## src/sv/mrba_pkg.sv

```systemverilog
// Shared types and codes of the multi-region bump allocator.
package mrba_pkg;

	// Value of the action field that loads a region.
	localparam logic ACT_LOAD = 1'b0;
	// Value of the action field that asks for an allocation.
	localparam logic ACT_ALLOC = 1'b1;

	// Result status codes.
	localparam logic [1:0] ST_OK    = 2'd0;
	localparam logic [1:0] ST_ZERO  = 2'd1;
	localparam logic [1:0] ST_NOMEM = 2'd2;
	localparam logic [1:0] ST_FULL  = 2'd3;

	// Commands from the controller to the datapath.
	typedef struct packed {
		logic       latch;
		logic       load_commit;
		logic       scan_start;
		logic       scan_step;
		logic       hit_commit;
		logic       res_write;
		logic [1:0] res_status;
		logic       out_push;
	} ctrl_cmd_t;

	// Status from the datapath to the controller.
	typedef struct packed {
		logic is_load;
		logic table_full;
		logic zero_req;
		logic no_region;
		logic cand_vld;
		logic cand_fit;
		logic out_free;
	} ctrl_sts_t;

endpackage

```

## src/sv/mrba_req_if.sv

```systemverilog
// Request channel: one transaction is a load or an allocate item.
interface mrba_req_if;
	logic        valid;
	logic        ready;
	logic        action;
	logic [31:0] region_base;
	logic [31:0] region_limit;
	logic [31:0] request_bytes;

	modport source (
		output valid, action, region_base, region_limit, request_bytes,
		input  ready
	);
	modport sink (
		input  valid, action, region_base, region_limit, request_bytes,
		output ready
	);
endinterface

```

## src/sv/mrba_rsp_if.sv

```systemverilog
// Response channel: one transaction is a granted address and a status.
interface mrba_rsp_if;
	logic        valid;
	logic        ready;
	logic [31:0] address;
	logic [1:0]  status;

	modport source (
		output valid, address, status,
		input  ready
	);
	modport sink (
		input  valid, address, status,
		output ready
	);
endinterface

```

## src/sv/multi_region_bump_allocator_top.sv

```systemverilog
// Top level of the multi-region bump allocator.
//
// This block keeps a table of up to MAX_REGIONS memory regions, each with a
// bump pointer and an exclusive limit, and answers every request transaction
// with exactly one response transaction. A load (action 0) appends a region
// whose bump pointer starts at its base; when the table is full the load is
// dropped and answered with status 3. An allocate (action 1) of zero bytes
// answers status 1; with no current region it answers status 2. Otherwise the
// block scans forward from the current region and grants the first region
// whose remaining space covers the request, returning its bump pointer and
// advancing it; if none fits it answers status 2 and nothing changes. The
// current region advances only when a grant fills a region exactly, and after
// the last region is filled the block is exhausted until the next load. A
// region whose limit lies below its pointer has no space. Addresses are zero
// on every response that is not a grant. The block handles one request at a
// time: it latches the request, decides it, scans the regions if the
// allocate needs a search (the region tables have a single registered read
// port, read one region per cycle), and then moves the result into an
// output register. The response sits in that register, so the next request
// is accepted while an earlier response waits to be taken. The region
// tables need no clearing after reset.
module multi_region_bump_allocator_top #(
	parameter int MAX_REGIONS = 16
) (
	input  logic       clk,
	input  logic       arst_n,
	mrba_req_if.sink   req,
	mrba_rsp_if.source rsp
);

	// Command and status between the sequencer and the datapath.
	mrba_pkg::ctrl_cmd_t cmd;
	mrba_pkg::ctrl_sts_t sts;

	// The sequencer owns the request handshake and steps the scan.
	mrba_ctrl u_ctrl (
		.clk       (clk),
		.arst_n    (arst_n),
		.req_valid (req.valid),
		.req_ready (req.ready),
		.sts       (sts),
		.cmd       (cmd)
	);

	// The datapath holds the region tables, the allocator state and the
	// response register that drives the response channel.
	mrba_dp #(
		.MAX_REGIONS (MAX_REGIONS)
	) u_dp (
		.clk               (clk),
		.arst_n            (arst_n),
		.cmd               (cmd),
		.sts               (sts),
		.req_action        (req.action),
		.req_region_base   (req.region_base),
		.req_region_limit  (req.region_limit),
		.req_request_bytes (req.request_bytes),
		.rsp_ready         (rsp.ready),
		.rsp_valid         (rsp.valid),
		.rsp_address       (rsp.address),
		.rsp_status        (rsp.status)
	);

endmodule

```

## src/sv/mrba_ctrl.sv

```systemverilog
// Controller state machine of the multi-region bump allocator.
module mrba_ctrl (
	input  logic                clk,
	input  logic                arst_n,
	input  logic                req_valid,
	output logic                req_ready,
	input  mrba_pkg::ctrl_sts_t sts,
	output mrba_pkg::ctrl_cmd_t cmd
);

	localparam logic [1:0] S_IDLE   = 2'd0;
	localparam logic [1:0] S_DECIDE = 2'd1;
	localparam logic [1:0] S_SCAN   = 2'd2;
	localparam logic [1:0] S_DONE   = 2'd3;

	logic [1:0] state_q;
	logic [1:0] state_d;

	assign req_ready = (state_q == S_IDLE);

	always_comb begin
		cmd     = '0;
		state_d = state_q;
		unique case (state_q)
			S_IDLE: begin
				if (req_valid) begin
					cmd.latch = 1'b1;
					state_d   = S_DECIDE;
				end
			end
			S_DECIDE: begin
				cmd.res_write = 1'b1;
				state_d       = S_DONE;
				if (sts.is_load) begin
					if (sts.table_full) begin
						cmd.res_status = mrba_pkg::ST_FULL;
					end else begin
						cmd.load_commit = 1'b1;
						cmd.res_status  = mrba_pkg::ST_OK;
					end
				end else if (sts.zero_req) begin
					cmd.res_status = mrba_pkg::ST_ZERO;
				end else if (sts.no_region) begin
					cmd.res_status = mrba_pkg::ST_NOMEM;
				end else begin
					cmd.res_write  = 1'b0;
					cmd.scan_start = 1'b1;
					state_d        = S_SCAN;
				end
			end
			S_SCAN: begin
				if (!sts.cand_vld) begin
					cmd.res_write  = 1'b1;
					cmd.res_status = mrba_pkg::ST_NOMEM;
					state_d        = S_DONE;
				end else if (sts.cand_fit) begin
					cmd.hit_commit = 1'b1;
					cmd.res_write  = 1'b1;
					cmd.res_status = mrba_pkg::ST_OK;
					state_d        = S_DONE;
				end else begin
					cmd.scan_step = 1'b1;
				end
			end
			S_DONE: begin
				if (sts.out_free) begin
					cmd.out_push = 1'b1;
					state_d      = S_IDLE;
				end
			end
			default: begin
				state_d = S_IDLE;
			end
		endcase
	end

	always_ff @(posedge clk or negedge arst_n) begin
		if (!arst_n) begin
			state_q <= S_IDLE;
		end else begin
			state_q <= state_d;
		end
	end

endmodule

```

## src/sv/mrba_dp.sv

```systemverilog
// Datapath of the multi-region bump allocator: region tables, pointers and result register.
module mrba_dp #(
	parameter int MAX_REGIONS = 16
) (
	input  logic                clk,
	input  logic                arst_n,
	input  mrba_pkg::ctrl_cmd_t cmd,
	output mrba_pkg::ctrl_sts_t sts,
	input  logic                req_action,
	input  logic [31:0]         req_region_base,
	input  logic [31:0]         req_region_limit,
	input  logic [31:0]         req_request_bytes,
	input  logic                rsp_ready,
	output logic                rsp_valid,
	output logic [31:0]         rsp_address,
	output logic [1:0]          rsp_status
);

	localparam int CNT_W = $clog2(MAX_REGIONS + 1);
	localparam int IDX_W = (MAX_REGIONS > 1) ? $clog2(MAX_REGIONS) : 1;

	// Latched item.
	logic        act_q;
	logic [31:0] base_q;
	logic [31:0] limit_q;
	logic [31:0] bytes_q;

	// Allocator state.
	logic [CNT_W-1:0] count_q;
	logic [IDX_W-1:0] cur_q;
	logic             exh_q;

	// Region tables.
	logic [31:0] limit_mem [MAX_REGIONS];
	logic [31:0] bump_mem  [MAX_REGIONS];

	// Scan pointer and the candidate being checked.
	logic [CNT_W-1:0] rd_idx_q;
	logic [CNT_W-1:0] rd_sel;
	logic             issue;
	logic             chk_vld_s1;
	logic [CNT_W-1:0] chk_idx_s1;
	logic [CNT_W-1:0] chk_next;
	logic [31:0]      rd_limit_s1;
	logic [31:0]      rd_bump_s1;
	logic [31:0]      room;

	// Pending result and output register.
	logic [31:0] res_addr_q;
	logic [1:0]  res_status_q;
	logic        out_valid_q;
	logic [31:0] out_addr_q;
	logic [1:0]  out_status_q;

	assign rd_sel   = cmd.scan_start ? CNT_W'(cur_q) : rd_idx_q;
	assign issue    = cmd.scan_start | cmd.scan_step;
	assign chk_next = chk_idx_s1 + CNT_W'(1);
	assign room     = (rd_limit_s1 >= rd_bump_s1) ? (rd_limit_s1 - rd_bump_s1) : 32'd0;

	always_comb begin
		sts            = '0;
		sts.is_load    = (act_q == mrba_pkg::ACT_LOAD);
		sts.table_full = (count_q == CNT_W'(MAX_REGIONS));
		sts.zero_req   = (bytes_q == 32'd0);
		sts.no_region  = (count_q == '0) || exh_q || (CNT_W'(cur_q) >= count_q);
		sts.cand_vld   = chk_vld_s1;
		sts.cand_fit   = (bytes_q <= room);
		sts.out_free   = !out_valid_q || rsp_ready;
	end

	always_ff @(posedge clk) begin
		if (cmd.latch) begin
			act_q   <= req_action;
			base_q  <= req_region_base;
			limit_q <= req_region_limit;
			bytes_q <= req_request_bytes;
		end
	end

	always_ff @(posedge clk) begin
		if (cmd.load_commit) begin
			limit_mem[count_q[IDX_W-1:0]] <= limit_q;
			bump_mem[count_q[IDX_W-1:0]]  <= base_q;
		end else if (cmd.hit_commit) begin
			bump_mem[chk_idx_s1[IDX_W-1:0]] <= rd_bump_s1 + bytes_q;
		end
		if (issue) begin
			rd_limit_s1 <= limit_mem[rd_sel[IDX_W-1:0]];
			rd_bump_s1  <= bump_mem[rd_sel[IDX_W-1:0]];
		end
	end

	always_ff @(posedge clk or negedge arst_n) begin
		if (!arst_n) begin
			count_q    <= '0;
			cur_q      <= '0;
			exh_q      <= 1'b0;
			rd_idx_q   <= '0;
			chk_vld_s1 <= 1'b0;
			chk_idx_s1 <= '0;
		end else begin
			if (cmd.load_commit) begin
				count_q <= count_q + CNT_W'(1);
				if (exh_q) begin
					exh_q <= 1'b0;
					cur_q <= count_q[IDX_W-1:0];
				end
			end else if (cmd.hit_commit && (bytes_q == room)) begin
				// An exact fill moves the scan start past the filled region, or marks the block exhausted if it was the last.
				if (chk_next < count_q) begin
					cur_q <= chk_next[IDX_W-1:0];
				end else begin
					exh_q <= 1'b1;
				end
			end
			if (issue) begin
				chk_vld_s1 <= (rd_sel < count_q);
				chk_idx_s1 <= rd_sel;
				rd_idx_q   <= rd_sel + CNT_W'(1);
			end
		end
	end

	always_ff @(posedge clk) begin
		if (cmd.res_write) begin
			res_status_q <= cmd.res_status;
			res_addr_q   <= cmd.hit_commit ? rd_bump_s1 : 32'd0;
		end
		if (cmd.out_push) begin
			out_addr_q   <= res_addr_q;
			out_status_q <= res_status_q;
		end
	end

	always_ff @(posedge clk or negedge arst_n) begin
		if (!arst_n) begin
			out_valid_q <= 1'b0;
		end else if (cmd.out_push) begin
			out_valid_q <= 1'b1;
		end else if (rsp_ready) begin
			out_valid_q <= 1'b0;
		end
	end

	assign rsp_valid   = out_valid_q;
	assign rsp_address = out_addr_q;
	assign rsp_status  = out_status_q;

endmodule
```

## src/flat_wrapper.sv

```systemverilog
// flat-port wrapper written by rule: the top's interface ports become plain ports
module multi_region_bump_allocator_top_flat 
#(
	parameter int MAX_REGIONS = 16
)
  (clk, arst_n, req_valid, req_action, req_region_base, req_region_limit, req_request_bytes, req_ready, rsp_valid, rsp_address, rsp_status, rsp_ready);
  mrba_req_if req_i ();
  mrba_rsp_if rsp_i ();
  input  logic clk;
  input  logic arst_n;
  input wire logic [$bits(req_i.valid)-1:0] req_valid;
  input wire logic [$bits(req_i.action)-1:0] req_action;
  input wire logic [$bits(req_i.region_base)-1:0] req_region_base;
  input wire logic [$bits(req_i.region_limit)-1:0] req_region_limit;
  input wire logic [$bits(req_i.request_bytes)-1:0] req_request_bytes;
  output wire logic [$bits(req_i.ready)-1:0] req_ready;
  output wire logic [$bits(rsp_i.valid)-1:0] rsp_valid;
  output wire logic [$bits(rsp_i.address)-1:0] rsp_address;
  output wire logic [$bits(rsp_i.status)-1:0] rsp_status;
  input wire logic [$bits(rsp_i.ready)-1:0] rsp_ready;
  assign req_i.valid = req_valid;
  assign req_i.action = req_action;
  assign req_i.region_base = req_region_base;
  assign req_i.region_limit = req_region_limit;
  assign req_i.request_bytes = req_request_bytes;
  assign req_ready = req_i.ready;
  assign rsp_valid = rsp_i.valid;
  assign rsp_address = rsp_i.address;
  assign rsp_status = rsp_i.status;
  assign rsp_i.ready = rsp_ready;
  multi_region_bump_allocator_top #(.MAX_REGIONS(MAX_REGIONS)) u_core (.clk(clk), .arst_n(arst_n), .req(req_i), .rsp(rsp_i));
endmodule
```

## config.mk

```make
export PLATFORM = sky130hd
export DESIGN_NAME = multi_region_bump_allocator_top_flat
export DESIGN_NICKNAME = d
export VERILOG_FILES = /design/src/sv/mrba_pkg.sv /design/src/sv/mrba_req_if.sv /design/src/sv/mrba_rsp_if.sv /design/src/sv/multi_region_bump_allocator_top.sv /design/src/sv/mrba_ctrl.sv /design/src/sv/mrba_dp.sv /design/src/flat_wrapper.sv
export SDC_FILE = /design/constraint.sdc
export NUM_CORES = 2
export LEC_CHECK = 0
export BUFFER_PORTS_ARGS = -buffer_cell sky130_fd_sc_hd__buf_2
export CAP_MARGIN = 20
export CELL_PAD_IN_SITES_DETAIL_PLACEMENT = 1
export CELL_PAD_IN_SITES_GLOBAL_PLACEMENT = 2
export CORE_UTILIZATION = 45
export DETAILED_ROUTE_END_ITERATION = 8
export PLACE_DENSITY = 0.78
export SLEW_MARGIN = 5
export SYNTH_ARGS = -nofsm -noshare
export SYNTH_HDL_FRONTEND = slang
export SYNTH_SLANG_ARGS = --single-unit
```

## constraint.sdc

```tcl
create_clock -name clk -period 9.8 [get_ports clk]
set_input_delay 2.94 -clock clk [delete_from_list [all_inputs] [get_ports clk]]
set_output_delay 2.94 -clock clk [all_outputs]
set_load 0.01 [all_outputs]
```

==> impl_metrics.py <==
metrics = {
    "outcome": {
        "status": "finished clean",
    },
    "power_and_ir_drop": {
        "p_leak_nw": 21.5,
        "powerDensity_mw_per_mm2": 327,
        "irDropWorstVdd_mv": 0.298,
        "power_mw": 19.6,
    },
    "clock_network": {
        "ctsResizeCount": 0,
        "clock-sinks": 1277,
        "cts_buffers": 138,
        "cts_tree": "built",
        "ctsRootBufferMaster": "clkbuf_16",
        "cts_setup_buffers": 0,
        "htree_levels": 4,
        "cts_buffer_depth": 3,
        "clock_latency_ns": 0.77,
        "postCtsHoldBufs": 0,
        "path_clk_slew_ns": 0.06,
    },
    "detailed_routing": {
        "vias": 33800,
        "wl_met2_um": 73900,
        "wl_met3_um": 10900,
        "drtIter0Drc": 3046,
        "post-route-drc-count": 0,
        "antenna_left": 0,
        "firstDrtPassIters": 6,
        "viasPerCell": 5.92,
        "wl_met1_um": 73000,
        "top_layer_used": "met5",
        "wl_per_cell_um": 28.3,
        "wirelength_um": 162000,
    },
    "grt": {
        "gr-total-overflow": 0,
        "grt_pass1_wl_um": 235000,
        "antenna_found_initial": 12,
        "grt_pass1_vias": 34500,
        "track_usage_pct": 27.3,
        "grt_max_degree": 158,
    },
    "floorplan": {
        "die_area_mm2": 0.119,
        "coreArea_mm2": 0.116,
        "die_w_um": 345,
        "start_util_pct": 45.4,
        "io_pins": 137,
        "chipHeight_um": 345,
        "core.rowCount": 125,
    },
    "timing": {
        "hold_viol_final": 0,
        "setup_viol": 0,
        "setup_slack_ns": 1.66,
        "final.min_clock_period_ns": 8.14,
        "min_period_over_period_pct": 83.0,
        "rsz0062_at_grt": "no",
        "clock-skew-final_ns": 0.0371,
        "hold_ws_ns": 0.415,
        "final.setup.tns_ns": 0,
        "worst_pin_slew_ns": 1.01,
        "slew_headroom_pct": 31.0,
        "max_freq_ghz": 0.123,
        "slew_violations": 0,
    },
    "synth": {
        "synth_edf_count": 1253,
        "async_reset_ff_share_pct": 1.88,
        "yosys-top-cells-area": "edfxtp_1 71%, nand2_1 7.3%, a21oi_1 3.1%",
        "ys_ff_latch": 1277,
        "yosysTopAreaCell": "edfxtp_1",
        "syn_inst": 3919,
        "synth_top_area_share_pct": 71.2,
        "yosys.area_share.simple_pct": 11.8,
        "synth_top_family_by_area": "simple AND/OR/NAND/NOR gates",
        "synth-main-ff-cell": "edfxtp_1",
        "seq_area_frac_synth_pct": 72.3,
        "synth_commonest_cells": "1253 x edfxtp_1, 1023 x nand2_1, 330 x a21oi_1, 154 x nand3_1, 124 x clkbuf_1",
        "yosysMostFrequentCell": "edfxtp_1",
        "synth_xor_area_share_pct": 1.01,
        "synth_fa_ha_area_share_pct": 2.85,
        "synth_warnings": 0,
        "synthMuxAreaShare_pct": 1.78,
        "post_synth.cell_area_avg_um2": 13.5,
        "synth-compound-area-share_pct": 8.03,
        "synthesis.area_mm2": 0.0529,
        "synth_fp_nets": 4139,
        "yosysUniqueCellTypes": 70,
    },
    "setup_path": {
        "cp_data_arrival_time_ns": 8.53,
        "critPathMaxFanout": 17,
        "cpMaxStageDelayCell": "a21oi_2",
        "criticalPathCategory": "flop to flop",
        "crit_path_start_kind": "flop",
        "required_ns": 10.19,
        "endpoint_kind": "flop",
        "crit_path_cell_trace": "inv_1 -> ha_1 -> nor2b_1 -> o31a_1 -> o41ai_1 -> nand2_1 -> a31o_2 -> a211oi_1 -> o21ai_0 -> xnor2_1 -> nand2_1 -> ha_1 -> nand4_1 -> nor4_1 -> nand3_1 -> a21oi_2 -> buf_4 -> mux2_2 -> nor2_4 -> buf_4",
        "slowest_delay_ns": 0.86,
    },
    "finish": {
        "final_cells": 5718,
        "drive_above_1_share_pct": 11.4,
        "final_cell_area_mm2": 0.0600,
        "areaGrowthSynthToFinish_pct": 13.5,
        "post-route-util_pct": 51.6,
        "num-nets-final": 4310,
    },
    "place": {
        "numPortBuffers": 136,
        "place_ws_ns": 1.64,
        "postPlaceCellArea_mm2": 0.0557,
        "place_inst": 5471,
        "finalWeightedCongestion": 0.910,
        "dp_hpwl_um": 98700,
    },
    "run": {
        "cap_violations": 0,
    },
    "min_path": {
        "hp-class": "flop to flop",
    },
}
metal layers:
| layer | global-route usage (%) | vias up |
|---|---|---|
| met5 | 0 | - |
| li1 | - | 14900 |
| met1 | 39.9 | 17500 |
| met4 | 7.91 | 4 |
| met2 | 42.4 | 1199 |
| met3 | 4.05 | 226 |
state kept, by name, indices dropped and copies added, names as in the netlist, 4 cells and up:
name / flops
u_core.u_dp.rsp_address: 32
u_core.u_dp.bump_mem: 512
u_core.u_dp.cur_q: 4
u_core.u_dp.res_addr_q: 32
u_core.u_dp.count_q: 5
u_core.u_dp.chk_idx_s1: 5
u_core.u_dp.bytes_q: 32
u_core.u_dp.rd_limit_s1: 32
u_core.u_dp.rd_idx_q: 5
u_core.u_dp.rd_bump_s1: 32
u_core.u_dp.limit_q: 32
u_core.u_dp.limit_mem: 512
u_core.u_dp.base_q: 32
cells in the final DEF, fill, tap and decap left out, drive strengths merged, types with 6 or more instances in the layout:
cell type and count:
edfxtp 1253, nand2 1023, a21oi 330, buf 224, clkbuf 189, nand3 155
ha 117, mux2i 79, inv 72, o21ai 70, a32oi 67, or4 66
nor2 65, a41o 64, a21o 42, clkinv 40, xnor2 36, and2 36
xor2 25, dfrtp 24, nand4 16, nor3 16, nor2b 15, and3 14
o21a 14, nor4 13, a211oi 12, mux2 12, nand2b 9, o21bai 9
or3 9, bufinv 7, a31oi 6, o31ai 6
power breakdown:
group	total (mW)	switching (mW)	leakage [nW]	internal, mW
clock network	5.04	2.14	2.08	2.89
registers	7.39	0.355	11.6	7.04
logic	7.19	5.08	7.73	2.12
final timing paths:
check / slack [ns] / cells past startpoint / from / to
max in group asynchronous: 7.17 / 1 / arst_n / u_core.u_dp.exh_q
worst max register to register: 1.66 / 20 / u_core.u_dp.rd_bump_s1[1] / u_core.u_dp.bump_mem[10][17]
worst max-delay path: 1.66 / 20 / u_core.u_dp.rd_bump_s1[1] / u_core.u_dp.bump_mem[10][17]
worst min register to register: 0.42 / 0 / u_core.u_dp.res_addr_q[22] / u_core.u_dp.rsp_address[22]
min in group asynchronous: 2.21 / 1 / arst_n / u_core.u_dp.rd_idx_q[0]
worst min-delay path: 0.42 / 0 / u_core.u_dp.res_addr_q[22] / u_core.u_dp.rsp_address[22]
cell families (layout without fill, tap and decap cells):
group	Yosys count	in the layout
AO/OA/AOI/OAI	658	658
XOR/XNOR	61	61
adder cells (fa/ha/maj)	119	119
buffers and inverters	262	536
flip-flops	1277	1277
multiplexers	91	91
other	0	1
AND/OR/NAND/NOR	1451	1451
area by class of cell:
cell class | instances | area [um^2]
multi-input cells | 2380 | 13900
clock inverters | 54 | 495
diodes | 1 | 2.50
inverters | 69 | 267
flip-flops and latches | 1277 | 38200
fillers | 11500 | 56400
repair buffers | 224 | 1450
clock buffers | 189 | 3790
well taps | 1524 | 1910
critical path: cells and delay by family (launching register included):
family	cells	cell delay (ns)
flip-flops	1	0.41
multiplexers	1	0.46
adder cells (fa/ha/maj)	2	0.63
buffers and inverters	3	0.97
XOR/XNOR	1	0.19
AO/OA/AOI/OAI	6	2.83
AND/OR/NAND/NOR	7	2.24
Note: power is estimated with default switching activity, not from simulation.
